===== config.mk =====
export PLATFORM = sky130hd
export DESIGN_NAME = fmf_queue
export DESIGN_NICKNAME = d
export VERILOG_FILES = /design/src/hw/rtl/fmf_pkg.sv /design/src/hw/rtl/fmf_queue.sv
export SDC_FILE = /design/constraint.sdc
export NUM_CORES = 1
export LEC_CHECK = 0
export BUFFER_PORTS_ARGS = -buffer_cell sky130_fd_sc_hd__buf_2
export CAP_MARGIN = 20
export CORE_AREA = 2 2 230 232
export CTS_CLUSTER_SIZE = 40
export DETAILED_ROUTE_END_ITERATION = 8
export DIE_AREA = 0 0 232 234
export PLACE_DENSITY = 0.68
export SETUP_SLACK_MARGIN = 0.4
export SLEW_MARGIN = 20
export SYNTH_ARGS = -nofsm -noshare
export SYNTH_HDL_FRONTEND = slang
export SYNTH_SLANG_ARGS = --single-unit

===== constraint.sdc =====
create_clock -name i_clk -period 16.5 [get_ports i_clk]
set_input_delay 4.95 -clock i_clk [delete_from_list [all_inputs] [get_ports i_clk]]
set_output_delay 4.95 -clock i_clk [all_outputs]
set_load 0.005 [all_outputs]

===== src/hw/rtl/fmf_pkg.sv =====
// Shared types, constants and saturation helpers for the face momentum flux accumulator.
package fmf_pkg;

    // Fixed-point format of the inputs and registers
    localparam int FRAC_BITS    = 16;
    localparam int FORCE_SHIFT  = 4 * FRAC_BITS - 32;
    localparam int MOMENT_SHIFT = FRAC_BITS;

    localparam int DATA_W = 32;
    localparam int DEN_W  = 31;
    localparam int RES_W  = 64;
    localparam int COMPS  = 3;

    // Multiply-accumulate unit: 32-bit digits of a wide operand times a 33-bit operand
    localparam int DIG_W  = 32;
    localparam int OPB_W  = DIG_W + 1;
    localparam int ACC_W  = 128;
    localparam int NDIG   = ACC_W / DIG_W;
    localparam int DSEL_W = $clog2(NDIG);

    // Digit counts of the wide operand, stored as count minus one
    localparam logic [DSEL_W-1:0] DIGITS_1 = DSEL_W'(0);
    localparam logic [DSEL_W-1:0] DIGITS_2 = DSEL_W'(1);
    localparam logic [DSEL_W-1:0] DIGITS_3 = DSEL_W'(2);
    localparam logic [DSEL_W-1:0] DIGITS_4 = DSEL_W'(3);

    // Widths of intermediate values held in the back end
    localparam int VV_W  = 65;
    localparam int VS2_W = 67;
    localparam int BQ_W  = 98;

    // Front to back queue
    localparam int QDEPTH = 2;
    localparam int QPTR_W = $clog2(QDEPTH);
    localparam int QCNT_W = $clog2(QDEPTH + 1);

    // Configuration register indexes
    localparam int CFG_IDX_W = 3;
    localparam logic [CFG_IDX_W-1:0] REG_CV_X    = CFG_IDX_W'(0);
    localparam logic [CFG_IDX_W-1:0] REG_CV_Y    = CFG_IDX_W'(1);
    localparam logic [CFG_IDX_W-1:0] REG_CV_Z    = CFG_IDX_W'(2);
    localparam logic [CFG_IDX_W-1:0] REG_ORG_X   = CFG_IDX_W'(3);
    localparam logic [CFG_IDX_W-1:0] REG_ORG_Y   = CFG_IDX_W'(4);
    localparam logic [CFG_IDX_W-1:0] REG_ORG_Z   = CFG_IDX_W'(5);
    localparam logic [CFG_IDX_W-1:0] REG_DENSITY = CFG_IDX_W'(6);

    localparam logic [DEN_W-1:0] DENSITY_RESET = DEN_W'(1 << FRAC_BITS);

    typedef struct packed {
        logic [COMPS-1:0][DATA_W-1:0] cv;
        logic [COMPS-1:0][DATA_W-1:0] org;
        logic [DEN_W-1:0]             density;
    } t_cfg;

    typedef struct packed {
        logic [COMPS-1:0][DATA_W-1:0] vel;
        logic [COMPS-1:0][DATA_W-1:0] area;
        logic [COMPS-1:0][DATA_W-1:0] centre;
        logic                         last_face;
    } t_face_in;

    // Face after orientation: area is widened so that negation is exact
    typedef struct packed {
        logic [COMPS-1:0][DATA_W-1:0] vel;
        logic [COMPS-1:0][OPB_W-1:0]  area;
        logic [COMPS-1:0][DATA_W-1:0] centre;
        logic                         last_face;
    } t_face;

    typedef struct packed {
        logic [COMPS-1:0][RES_W-1:0] force_tot;
        logic [COMPS-1:0][RES_W-1:0] moment_tot;
    } t_result;

    typedef struct packed {
        logic              start;
        logic              clr;
        logic              sub;
        logic [DSEL_W-1:0] ndig;
        logic [ACC_W-1:0]  a;
        logic [OPB_W-1:0]  b;
    } t_mac_req;

    function automatic t_mac_req mk_req(input logic clr, input logic sub,
                                        input logic [DSEL_W-1:0] ndig,
                                        input logic [ACC_W-1:0] a,
                                        input logic [OPB_W-1:0] b);
        t_mac_req r;
        r.start = 1'b0;
        r.clr   = clr;
        r.sub   = sub;
        r.ndig  = ndig;
        r.a     = a;
        r.b     = b;
        return r;
    endfunction

    function automatic logic [RES_W-1:0] sat64(input logic [ACC_W-1:0] x);
        logic [RES_W-1:0] r;
        if (x[ACC_W-1:RES_W-1] == {(ACC_W-RES_W+1){x[RES_W-1]}}) begin
            r = x[RES_W-1:0];
        end else begin
            r = {x[ACC_W-1], {(RES_W-1){~x[ACC_W-1]}}};
        end
        return r;
    endfunction

    function automatic logic [RES_W-1:0] sat_add64(input logic [RES_W-1:0] a,
                                                   input logic [RES_W-1:0] b);
        logic [RES_W:0]   s;
        logic [RES_W-1:0] r;
        s = {a[RES_W-1], a} + {b[RES_W-1], b};
        if (s[RES_W] == s[RES_W-1]) begin
            r = s[RES_W-1:0];
        end else begin
            r = {s[RES_W], {(RES_W-1){~s[RES_W]}}};
        end
        return r;
    endfunction

endpackage


===== src/hw/rtl/fmf_queue.sv =====
// Two-entry queue of oriented faces between the front and back ends.
module fmf_queue (
    input  logic           i_clk,
    input  logic           i_rst_n,
    input  logic           i_push,
    input  fmf_pkg::t_face i_data,
    output logic           o_full,
    input  logic           i_pop,
    output fmf_pkg::t_face o_data,
    output logic           o_empty
);
    import fmf_pkg::*;

    t_face             r_mem [QDEPTH];
    logic [QPTR_W-1:0] r_wr;
    logic [QPTR_W-1:0] r_rd;
    logic [QCNT_W-1:0] r_cnt;
    logic              do_push;
    logic              do_pop;

    assign o_full  = (r_cnt == QCNT_W'(QDEPTH));
    assign o_empty = (r_cnt == '0);
    assign do_push = i_push && !o_full;
    assign do_pop  = i_pop && !o_empty;
    assign o_data  = r_mem[r_rd];

    always_ff @(posedge i_clk) begin
        if (!i_rst_n) begin
            r_wr  <= '0;
            r_rd  <= '0;
            r_cnt <= '0;
        end else begin
            if (do_push) begin
                r_wr <= (r_wr == QPTR_W'(QDEPTH - 1)) ? '0 : r_wr + 1'b1;
            end
            if (do_pop) begin
                r_rd <= (r_rd == QPTR_W'(QDEPTH - 1)) ? '0 : r_rd + 1'b1;
            end
            if (do_push && !do_pop) begin
                r_cnt <= r_cnt + 1'b1;
            end else if (do_pop && !do_push) begin
                r_cnt <= r_cnt - 1'b1;
            end
        end
    end

    always_ff @(posedge i_clk) begin
        if (do_push) begin
            r_mem[r_wr] <= i_data;
        end
    end

endmodule


==> flow_metrics.py <==
metrics = {
    "floorplan": {
        "num_rows": 84,
        "start_util_pct": 41.2,
        "die-area_mm2": 0.0543,
        "io_pins": 590,
        "coreArea_mm2": 0.0520,
        "die_y_um": 234,
        "die_x_um": 232,
    },
    "critical_path": {
        "slowest_delay_ns": 0.88,
        "timing.critical_path.slowest_stage_cell": "buf_4",
        "cp-start-kind": "flop",
        "crit_fanout": 75,
        "critPathKind": "flop to primary output",
        "end_kind": "primary output",
        "required_ns": 11.55,
        "cp_cell_sequence": "buf_4 -> mux2_2 -> buf_2",
        "crit_arrival_ns": 2.91,
    },
    "sta": {
        "fmax_mhz": 127,
        "rsz0062_at_grt": "false",
        "timing.final.crit_share_pct": 47.6,
        "fin_setup_tns_ns": 0,
        "skew_ns": 0.0231,
        "setup_ws_ns": 8.64,
        "period_needed_ns": 7.86,
        "finalHoldViolCount": 0,
        "max_slew.worst_pin.slew_ns": 1.20,
        "drv_slew": 0,
        "setup_viol": 0,
        "slew_headroom_pct": 19.9,
    },
    "synth": {
        "synth_seq_area_share_pct": 82.4,
        "synthTopCellsByArea": "edfxtp_1 82%, mux2_2 15%, buf_6 1.6%",
        "muxShareOfSynthArea_pct": 15.4,
        "synth_edf_count": 584,
        "synth-simple-area-share_pct": 0.257,
        "synth_area_mm2": 0.0214,
        "synth_top_cell_by_area": "edfxtp_1",
        "ys_types": 20,
        "synth_top_family_by_area": "multiplexers",
        "yosysWarnings": 0,
        "synth.ff_latch_count": 589,
        "yosysTopAreaCellShare_pct": 81.9,
        "synth_fa_ha_area_share_pct": 0.0584,
        "synth_cells": 933,
        "synth_compound_area_share_pct": 0.152,
        "syn_area_per_cell_um2": 23.0,
        "async_flop_share_pct": 0,
        "yosysMostFrequentCell": "edfxtp_1",
        "syn-num-nets": 1230,
        "synth_xor_area_share_pct": 0.123,
        "netlist_top_cells_count": "584 x edfxtp_1, 292 x mux2_2, 31 x buf_6",
        "synth_flop_cell": "edfxtp_1",
    },
    "routing": {
        "first_pass_iters": 4,
        "ant_nets": 0,
        "drt_wl_total_mm": 46.4,
        "drc_errors": 0,
        "vias_per_cell": 4.78,
        "vias": 11000,
        "wire_per_inst_um": 20.2,
        "drtIter0Drc": 738,
    },
    "global_route": {
        "grtUsageTotal_pct": 16.1,
        "grt.met1_usage_pct": 18.9,
        "top_usage_layer": "met2",
        "grt_pass1_wl_mm": 65.7,
        "antenna_found_initial": 11,
        "grt_max_degree": 158,
        "met2_usage_pct": 27.3,
        "grt-ovfl-total": 0,
        "gr-usage-met3_pct": 6.29,
        "grt_pass1_vias": 11300,
    },
    "pwr": {
        "peakVddDrop_uv": 103,
        "p_leak_nw": 9.84,
        "swShare_pct": 25.5,
        "power_frac_seq_pct": 47.9,
        "netSwitchingPower_mw": 1.03,
        "power.share.clock_pct": 30.0,
        "power.internal_mw": 3.02,
        "comb_power_share_pct": 22.1,
        "p_per_area_mw_per_mm2": 151,
    },
    "layout": {
        "fin_util_pct": 51.4,
        "post-route-cell-area_mm2": 0.0268,
        "nFillCells": 4244,
        "drive_above_1_share_pct": 60.0,
        "fin_nets": 1856,
        "stdcell_count": 2300,
        "area_growth_pct": 25.0,
    },
    "job": {
        "cap_violations": 0,
    },
    "clock_tree": {
        "clock-sinks": 589,
        "clock_path_buffers": 3,
        "htreeDepth": 2,
        "clock_latency_ns": 0.59,
        "path_clk_slew_ns": 0.06,
        "cts_buffers": 58,
        "cts_tree": "done",
        "root_buffer": "clkbuf_16",
        "post_cts.repair.setup_buffers": 0,
        "cts_resized": 0,
        "hold_buffers": 0,
    },
    "placed_design": {
        "hpwl_mm": 31.5,
        "place_ws_ns": 8.38,
        "io_buffers": 589,
        "placed_area_mm2": 0.0250,
        "numPlacedInstances": 2187,
        "gp_congestion": 0.805,
    },
    "run_status": {
        "status": "completed",
    },
    "worst_hold_path": {
        "hold_class": "flop to flop",
    },
}
## routing by layer
metal	up-vias	routed length [µm]
met3	87	4770
met1	5405	17400
met2	449	23000
met5	-	88
met4	14	1100
li1	5030	-
## area by class of cell
cell class | count | area [µm²] | share of cell area (%)
Tap cell | 688 | 861 | 3.22
Clock buffer | 76 | 1540 | 5.76
Multi-Input combinational cell | 310 | 3430 | 12.8
Sequential cell | 589 | 17600 | 65.9
Antenna cell | 6 | 15.0 | 0.0561
Timing Repair Buffer | 598 | 3050 | 11.4
Clock inverter | 31 | 219 | 0.818
Inverter | 2 | 7.51 | 0.0281
## cells by family after synthesis
| family | after synthesis |
|---|---|
| flip-flops | 589 |
| multiplexers | 292 |
| buffers and inverters | 34 |
| AND/OR/NAND/NOR | 9 |
| AO/OA/AOI/OAI | 5 |
| XOR/XNOR | 3 |
| adder cells (fa/ha/maj) | 1 |
## per-stage QoR
step                      hold WS [ns]  total power, mW
after floorplan                  0.483             2.55
after global placement           0.501             2.87
after global routing             0.564             4.24
final                            0.541             4.05
after detailed placement         0.523             2.88
after CTS                        0.537             4.11
## worst max-delay path, delay by kind of cell, from the launching register on
family	cells	cell delay (ns)
buffers and inverters	2	1.02
DFF	1	0.81
muxes	1	0.41
## sequential cells by signal, summed over array words and instances, names as in the netlist, named ones only
name   count
r_cnt      2
r_mem    584
r_rd       1
r_wr       1
## worst paths after layout
path	slack (ns)	startpoint	end	depth (start not counted)
setup / recovery	8.64	flop	o_data[58]	3
hold / removal	0.54	r_cnt[1]	r_cnt[1]	2
setup reg to reg	12.82	r_cnt[0]	r_mem[0][160]	5
hold reg to reg	0.54	r_cnt[1]	r_cnt[1]	2
## layout by cell type, fill, tap and decap left out, types with 2 or more instances in the layout
cell and count:
buf_2 589, edfxtp_1 584, mux2_2 292, clkbuf_16 59, clkinv_1 20, clkbuf_1 17, diode_2 6, buf_4 6
clkinv_2 4, dfxtp_1 4, and2_1 3, bufinv_16 3, buf_12 3, inv_1 2, nor2_1 2, xnor2_1 2
inv_6 2
## power by group through the flow
| stage | clock network (mW) | registers (mW) | logic, mW |
|---|---|---|---|
| 2_1_floorplan | 0 | 2.00 | 0.553 |
| 3_3_place_gp | 0 | 1.97 | 0.891 |
| 3_5_place_dp | 0 | 1.97 | 0.906 |
| 4_1_cts | 1.26 | 1.94 | 0.914 |
| 5_1_grt | 1.31 | 1.96 | 0.968 |
| 6_report | 1.22 | 1.94 | 0.896 |
(Power assumes the default switching activity.)
