==> config.mk <==
export PLATFORM = sky130hd
export DESIGN_NAME = fmf_front
export DESIGN_NICKNAME = d
export VERILOG_FILES = /design/src/hw/rtl/fmf_pkg.sv /design/src/hw/rtl/fmf_mac.sv /design/src/hw/rtl/fmf_front.sv
export SDC_FILE = /design/constraint.sdc
export NUM_CORES = 2
export LEC_CHECK = 0
export ABC_AREA = 1
export BUFFER_PORTS_ARGS = -buffer_cell sky130_fd_sc_hd__buf_2
export CAP_MARGIN = 10
export CELL_PAD_IN_SITES_DETAIL_PLACEMENT = 0
export CELL_PAD_IN_SITES_GLOBAL_PLACEMENT = 1
export CORE_MARGIN = 5
export CORE_UTILIZATION = 30
export DETAILED_ROUTE_END_ITERATION = 7
export PLACE_DENSITY = 0.7
export SYNTH_ARGS = -nofsm -noshare
export SYNTH_HDL_FRONTEND = slang
export SYNTH_SLANG_ARGS = --single-unit
==> constraint.sdc <==
create_clock -name i_clk -period 43.7 [get_ports i_clk]
set_input_delay 4.37 -clock i_clk [delete_from_list [all_inputs] [get_ports i_clk]]
set_output_delay 4.37 -clock i_clk [all_outputs]
set_load 0.05 [all_outputs]
==> src/hw/rtl/fmf_pkg.sv <==
// Shared types, constants and saturation helpers for the face momentum flux accumulator.
package fmf_pkg;

    // Fixed-point format of the inputs and registers
    localparam int FRAC_BITS    = 16;
    localparam int FORCE_SHIFT  = 4 * FRAC_BITS - 32;
    localparam int MOMENT_SHIFT = FRAC_BITS;

    localparam int DATA_W = 32;
    localparam int DEN_W  = 31;
    localparam int RES_W  = 64;
    localparam int COMPS  = 3;

    // Multiply-accumulate unit: 32-bit digits of a wide operand times a 33-bit operand
    localparam int DIG_W  = 32;
    localparam int OPB_W  = DIG_W + 1;
    localparam int ACC_W  = 128;
    localparam int NDIG   = ACC_W / DIG_W;
    localparam int DSEL_W = $clog2(NDIG);

    // Digit counts of the wide operand, stored as count minus one
    localparam logic [DSEL_W-1:0] DIGITS_1 = DSEL_W'(0);
    localparam logic [DSEL_W-1:0] DIGITS_2 = DSEL_W'(1);
    localparam logic [DSEL_W-1:0] DIGITS_3 = DSEL_W'(2);
    localparam logic [DSEL_W-1:0] DIGITS_4 = DSEL_W'(3);

    // Widths of intermediate values held in the back end
    localparam int VV_W  = 65;
    localparam int VS2_W = 67;
    localparam int BQ_W  = 98;

    // Front to back queue
    localparam int QDEPTH = 2;
    localparam int QPTR_W = $clog2(QDEPTH);
    localparam int QCNT_W = $clog2(QDEPTH + 1);

    // Configuration register indexes
    localparam int CFG_IDX_W = 3;
    localparam logic [CFG_IDX_W-1:0] REG_CV_X    = CFG_IDX_W'(0);
    localparam logic [CFG_IDX_W-1:0] REG_CV_Y    = CFG_IDX_W'(1);
    localparam logic [CFG_IDX_W-1:0] REG_CV_Z    = CFG_IDX_W'(2);
    localparam logic [CFG_IDX_W-1:0] REG_ORG_X   = CFG_IDX_W'(3);
    localparam logic [CFG_IDX_W-1:0] REG_ORG_Y   = CFG_IDX_W'(4);
    localparam logic [CFG_IDX_W-1:0] REG_ORG_Z   = CFG_IDX_W'(5);
    localparam logic [CFG_IDX_W-1:0] REG_DENSITY = CFG_IDX_W'(6);

    localparam logic [DEN_W-1:0] DENSITY_RESET = DEN_W'(1 << FRAC_BITS);

    typedef struct packed {
        logic [COMPS-1:0][DATA_W-1:0] cv;
        logic [COMPS-1:0][DATA_W-1:0] org;
        logic [DEN_W-1:0]             density;
    } t_cfg;

    typedef struct packed {
        logic [COMPS-1:0][DATA_W-1:0] vel;
        logic [COMPS-1:0][DATA_W-1:0] area;
        logic [COMPS-1:0][DATA_W-1:0] centre;
        logic                         last_face;
    } t_face_in;

    // Face after orientation: area is widened so that negation is exact
    typedef struct packed {
        logic [COMPS-1:0][DATA_W-1:0] vel;
        logic [COMPS-1:0][OPB_W-1:0]  area;
        logic [COMPS-1:0][DATA_W-1:0] centre;
        logic                         last_face;
    } t_face;

    typedef struct packed {
        logic [COMPS-1:0][RES_W-1:0] force_tot;
        logic [COMPS-1:0][RES_W-1:0] moment_tot;
    } t_result;

    typedef struct packed {
        logic              start;
        logic              clr;
        logic              sub;
        logic [DSEL_W-1:0] ndig;
        logic [ACC_W-1:0]  a;
        logic [OPB_W-1:0]  b;
    } t_mac_req;

    function automatic t_mac_req mk_req(input logic clr, input logic sub,
                                        input logic [DSEL_W-1:0] ndig,
                                        input logic [ACC_W-1:0] a,
                                        input logic [OPB_W-1:0] b);
        t_mac_req r;
        r.start = 1'b0;
        r.clr   = clr;
        r.sub   = sub;
        r.ndig  = ndig;
        r.a     = a;
        r.b     = b;
        return r;
    endfunction

    function automatic logic [RES_W-1:0] sat64(input logic [ACC_W-1:0] x);
        logic [RES_W-1:0] r;
        if (x[ACC_W-1:RES_W-1] == {(ACC_W-RES_W+1){x[RES_W-1]}}) begin
            r = x[RES_W-1:0];
        end else begin
            r = {x[ACC_W-1], {(RES_W-1){~x[ACC_W-1]}}};
        end
        return r;
    endfunction

    function automatic logic [RES_W-1:0] sat_add64(input logic [RES_W-1:0] a,
                                                   input logic [RES_W-1:0] b);
        logic [RES_W:0]   s;
        logic [RES_W-1:0] r;
        s = {a[RES_W-1], a} + {b[RES_W-1], b};
        if (s[RES_W] == s[RES_W-1]) begin
            r = s[RES_W-1:0];
        end else begin
            r = {s[RES_W], {(RES_W-1){~s[RES_W]}}};
        end
        return r;
    endfunction

endpackage

==> src/hw/rtl/fmf_mac.sv <==
// Digit-serial signed multiply-accumulate unit: wide operand times 33-bit operand.
module fmf_mac (
    input  logic                      i_clk,
    input  logic                      i_rst_n,
    input  fmf_pkg::t_mac_req         i_req,
    output logic                      o_busy,
    output logic [fmf_pkg::ACC_W-1:0] o_acc
);
    import fmf_pkg::*;

    logic                      r_active;
    logic                      r_pv;
    logic [ACC_W-1:0]          r_a;
    logic signed [OPB_W-1:0]   r_b;
    logic [DSEL_W-1:0]         r_dig;
    logic [DSEL_W-1:0]         r_last;
    logic [DSEL_W-1:0]         r_pdig;
    logic                      r_sub;
    logic signed [2*OPB_W-1:0] r_prod;
    logic [ACC_W-1:0]          r_acc;

    logic [DIG_W-1:0]          dig_bits;
    logic signed [OPB_W-1:0]   dig_op;
    logic [ACC_W-1:0]          prod_ext;
    logic [ACC_W-1:0]          prod_sh;

    // lower digits are unsigned, the top digit carries the sign
    assign dig_bits = r_a[r_dig*DIG_W +: DIG_W];
    assign dig_op   = (r_dig == r_last) ? $signed({dig_bits[DIG_W-1], dig_bits})
                                        : $signed({1'b0, dig_bits});
    assign prod_ext = ACC_W'(r_prod);
    assign prod_sh  = prod_ext << (r_pdig * DIG_W);

    always_ff @(posedge i_clk) begin
        if (!i_rst_n) begin
            r_active <= 1'b0;
            r_pv     <= 1'b0;
        end else begin
            if (i_req.start) begin
                r_active <= 1'b1;
            end else if (r_active && (r_dig == r_last)) begin
                r_active <= 1'b0;
            end
            r_pv <= r_active;
        end
    end

    always_ff @(posedge i_clk) begin
        if (i_req.start) begin
            r_a    <= i_req.a;
            r_b    <= $signed(i_req.b);
            r_last <= i_req.ndig;
            r_sub  <= i_req.sub;
            r_dig  <= '0;
        end else if (r_active) begin
            r_dig <= r_dig + 1'b1;
        end
        r_prod <= dig_op * r_b;
        r_pdig <= r_dig;
        if (i_req.start && i_req.clr) begin
            r_acc <= '0;
        end else if (r_pv) begin
            r_acc <= r_sub ? (r_acc - prod_sh) : (r_acc + prod_sh);
        end
    end

    assign o_busy = r_active | r_pv;
    assign o_acc  = r_acc;

endmodule

==> src/hw/rtl/fmf_front.sv <==
// Front end: takes a face, forms the orientation dot product and turns the area inward.
module fmf_front (
    input  logic              i_clk,
    input  logic              i_rst_n,
    input  logic              i_push,
    input  fmf_pkg::t_face_in i_face,
    output logic              o_full,
    input  fmf_pkg::t_cfg     i_cfg,
    output logic              o_q_push,
    output fmf_pkg::t_face    o_q_entry,
    input  logic              i_q_full
);
    import fmf_pkg::*;

    localparam logic [1:0] F_IDLE  = 2'd0;
    localparam logic [1:0] F_ISSUE = 2'd1;
    localparam logic [1:0] F_WAIT  = 2'd2;
    localparam logic [1:0] F_PUSH  = 2'd3;

    logic [1:0]       r_state;
    logic [1:0]       n_state;
    logic [1:0]       r_step;
    t_face_in         r_in;

    t_mac_req         req;
    logic             mac_busy;
    logic [ACC_W-1:0] mac_acc;
    logic             flip;
    logic [OPB_W-1:0] area_w;
    logic [OPB_W-1:0] rel_b;

    assign rel_b = OPB_W'($signed(r_in.centre[r_step])) - OPB_W'($signed(i_cfg.cv[r_step]));

    always_comb begin
        req       = mk_req(r_step == 2'd0, 1'b0, DIGITS_1,
                           ACC_W'($signed(r_in.area[r_step])), rel_b);
        req.start = (r_state == F_ISSUE);
    end

    fmf_mac u_mac (
        .i_clk   (i_clk),
        .i_rst_n (i_rst_n),
        .i_req   (req),
        .o_busy  (mac_busy),
        .o_acc   (mac_acc)
    );

    // strictly positive dot product: area points away from the CV point
    assign flip = !mac_acc[ACC_W-1] && (mac_acc != '0);

    always_comb begin
        area_w              = '0;
        o_q_entry.vel       = r_in.vel;
        o_q_entry.centre    = r_in.centre;
        o_q_entry.last_face = r_in.last_face;
        for (int i = 0; i < COMPS; i++) begin
            area_w            = OPB_W'($signed(r_in.area[i]));
            o_q_entry.area[i] = flip ? (~area_w + 1'b1) : area_w;
        end
    end

    assign o_full   = (r_state != F_IDLE);
    assign o_q_push = (r_state == F_PUSH) && !i_q_full;

    always_comb begin
        n_state = r_state;
        unique case (r_state)
            F_IDLE:  if (i_push) n_state = F_ISSUE;
            F_ISSUE: n_state = F_WAIT;
            F_WAIT: begin
                if (!mac_busy) begin
                    n_state = (r_step == 2'(COMPS - 1)) ? F_PUSH : F_ISSUE;
                end
            end
            F_PUSH:  if (!i_q_full) n_state = F_IDLE;
            default: n_state = F_IDLE;
        endcase
    end

    always_ff @(posedge i_clk) begin
        if (!i_rst_n) begin
            r_state <= F_IDLE;
            r_step  <= '0;
        end else begin
            r_state <= n_state;
            if (r_state == F_IDLE) begin
                r_step <= '0;
            end else if ((r_state == F_WAIT) && !mac_busy && (r_step != 2'(COMPS - 1))) begin
                r_step <= r_step + 1'b1;
            end
        end
    end

    always_ff @(posedge i_clk) begin
        if ((r_state == F_IDLE) && i_push) begin
            r_in <= i_face;
        end
    end

endmodule

==> impl_metrics.yaml <==
logic_synthesis:
  syn-mean-instance-area_um2: 7.690
  async_flop_share: 0
  yosysTopAreaCell: "fa_1"
  syn_nets: 12190
  synth-simple-area-share: 0.2085
  synth_seq_area_share: 0.1886
  synth.most_common_cell: "inv_1"
  netlist_top_cells_area: "fa_1 (29%), edfxtp_1 (14%), inv_1 (10%), nand2_1 (10%), nor2_1 (6.2%)"
  synth_compound_area_frac: 0.08008
  synthCells: 10140
  synth_commonest_cells: "inv_1 (2147), nand2_1 (2133), nor2_1 (1280), fa_1 (1147), o21ai_0 (464)"
  synth_xor_area_frac: 0.02324
  netlist_area_um2: 78010
  synth_warnings: 0
  synth_edf_count: 354
  synth_cell_types: 57
  synth_top_area_frac: 0.2944
  synthFlopType: "edfxtp_1"
  synthMuxAreaShare: 0.004106
  ys_ff_latch: 558
  synth_adder_area_share: 0.3556
  synth_top_family_by_area: "adder cells"
setup_path:
  path_common_cell: "buf_2"
  crit_buf_inv: 2
  arrival_ps: 6040
  critical-path-max-stage-delay_ps: 1080
  worstPathCellList: "buf_2 -> nor3_1 -> buf_2"
  r2r_end: "u_mac.r_prod[64]$_DFF_P_"
  cp_slowest_cell: "nor3_1"
  cp-end-kind: "output pin"
  worst-r2r-cell-count: 29
  cp_max_fo: 2
  rr_startpoint: "u_mac.r_a[31]$_DFFE_PP_"
  path_class: "input port to output pin"
  startpoint_type: "input port"
  cp_data_required_time_ps: 39330
  r2r_setup_slack_ps: 33700
  crit_family: "simple AND/OR/NAND/NOR gates"
floorplanning:
  start_util: 0.3009
  core_area_um2: 259200
  io_pins: 810
  die_h_um: 519.9
  num_rows: 187
  die-area_um2: 270300
  die_w_um: 519.9
global_routing:
  grt_pass1_wl_um: 536500
  top_usage_layer: "met2"
  grt.overflow.total: 0
  grt_pass1_vias: 72450
  antenna_found_initial: 84
  use_met2: 0.4430
  use_met1: 0.3366
  track_usage: 0.2787
  grtUsageMet3: 0.06616
  grt_max_degree: 166
worst_hold_path:
  hold_path_depth: 0
  holdCritPathClass: "flip-flop to flip-flop"
  min_from: "u_mac.r_dig[0]$_SDFFE_PP0P_"
  hold_end: "u_mac.r_pdig[0]$_DFF_P_"
drt:
  wl_per_cell_um: 27.47
  vias: 71160
  viasPerCell: 5.047
  drc: 0
  dr.pass1.iters: 6
  wl_um: 387200
  postRouteAntennaNets: 0
  drt_iter0_markers: 6890
run:
  max_cap_violations: 0
layout:
  fin_cells: 14100
  nets: 12550
  area_delta_synth_final_pct: 11.62
  drive_gt1_frac: 0.09950
  n_fill_cell: 27930
place:
  io_buffers: 682
  hpwl_um: 326800
  gp_congestion: 1.043
  dp.cells: 13830
clock_tree:
  clk_latency_ps: 740
  postCtsSetupBuffers: 0
  htreeDepth: 3
  clockBufferDepth: 3
  numClockSinks: 558
  ctsHoldBuffers: 0
  cts_resized: 0
  numCtsBuffers: 76
  tritoncts: "done"
  clk_pin_slew_ps: 60
  cts-root-buf: "clkbuf_16"
sta:
  setup_viol: 0
  period_share: 0.2381
  slew_headroom: 0.06852
  fin_skew_ps: 41.84
  fmax_mhz: 96.11
  min_period_ps: 10410
  tightest_slew_ps: 1383
  final-hold-violation-count: 0
  tns_ps: 0
  grt_setup_unrepaired: "false"
  slew_viol_final: 0
outcome:
  status: "completed"
-- registers in the layout, indices dropped and copies added, names as in the netlist --
register,count
o_q_entry,193
u_mac.o_acc,128
u_mac.r_prod,66
r_in,64
u_mac.r_b,33
area_w,32
u_mac.r_a,32
r_state,2
r_step,2
u_mac.r_dig,2
u_mac.r_pdig,2
u_mac.r_active,1
u_mac.r_pv,1
-- worst max-delay path by stage --
stage	start	endpoint	slack (ps)	cells after the start
2_1_floorplan	i_push	area_w[0]$_DFFE_PP_	26490	2
4_1_cts	i_q_full	o_q_push	33410	3
3_3_place_gp	i_q_full	o_q_push	33420	3
3_5_place_dp	i_q_full	o_q_push	33410	3
5_1_grt	u_mac.r_dig[1]$_SDFFE_PP0P_	u_mac.r_prod[64]$_DFF_P_	33310	29
6_report	i_q_full	o_q_push	33290	3
-- per-layer routing --
| layer | wire length (um) | part of all wire |
|---|---|---|
| met4 | 32080 | 0.083 |
| met2 | 172800 | 0.45 |
| met1 | 147400 | 0.38 |
| met5 | 476 | 0.0012 |
| met3 | 34430 | 0.089 |
-- worst register-to-register path: cells and delay by family (launching register included) --
kind,cells,cell delay [ps]
compound gates,7,1620
buf+inv,8,2580
fa+ha+maj,9,4640
flops,1,340
simple gates,5,710
-- through the flow --
| stage | utilization | hold slack [ps] | cell area (um^2) | setup WS [ps] |
|---|---|---|---|---|
| after floorplan | - | 350.9 | 78010 | 26490 |
| after global placement | 0.3239 | 385.7 | 83960 | 33420 |
| after detailed placement | 0.3239 | 388.7 | 83960 | 33410 |
| after CTS | 0.3346 | 397.2 | 86740 | 33410 |
| after global routing | 0.3357 | 413.2 | 87030 | 33310 |
| final | 0.3359 | 395.9 | 87080 | 33290 |
-- cell usage in the layout, fill, tap and decap left out, types with 22 or more instances in the layout --
| cell type | Yosys | final |
|---|---|---|
| a21oi_2 | 16 | 30 |
| buf_4 | 201 | 106 |
| buf_2 | 33 | 682 |
| o21ai_0 | 464 | 463 |
| dfxtp_1 | 204 | 200 |
| ha_1 | 382 | 382 |
| a21o_1 | 25 | 25 |
| fa_1 | 1147 | 1147 |
| edfxtp_1 | 354 | 354 |
| inv_1 | 2147 | 2144 |
| nand4_1 | 72 | 72 |
| nand2_1 | 2133 | 2132 |
| nor4_1 | 50 | 50 |
| xnor2_1 | 50 | 50 |
| a21oi_1 | 360 | 342 |
| o21bai_1 | 80 | 80 |
| mux2i_1 | 32 | 32 |
| diode_2 | 0 | 133 |
| nor2_1 | 1280 | 1275 |
| o211ai_1 | 23 | 23 |
| nand3_1 | 341 | 341 |
| xor2_1 | 157 | 157 |
| clkbuf_16 | 0 | 80 |
| nor3_1 | 65 | 65 |
| a22oi_1 | 33 | 33 |
| clkinv_1 | 16 | 22 |
| a2bb2oi_1 | 31 | 31 |
-- logic make-up after synthesis --
kind of cell / Yosys count
AO/OA/AOI/OAI: 1103
XOR/XNOR: 207
adder cells (fa/ha/maj): 1529
buffers and inverters: 2689
flip-flops: 558
multiplexers: 32
AND/OR/NAND/NOR: 4026
-- cell type report --
type                       count  area (um^2)  share of cell area
clock inverter                42        661.9            0.007601
antenna                      133        332.8            0.003822
sequential                   558        14730              0.1691
clock buffer                  94         2115             0.02428
timing repair buffer         790         4249             0.04880
multi-input combinational   6897        52540              0.6034
tap                         3402         4257             0.04888
inverter                    2182         8193             0.09409
Power is left out: the tool's default activity adds up to more than one toggle a clock period on the data nets, which glitch-free logic cannot reach.
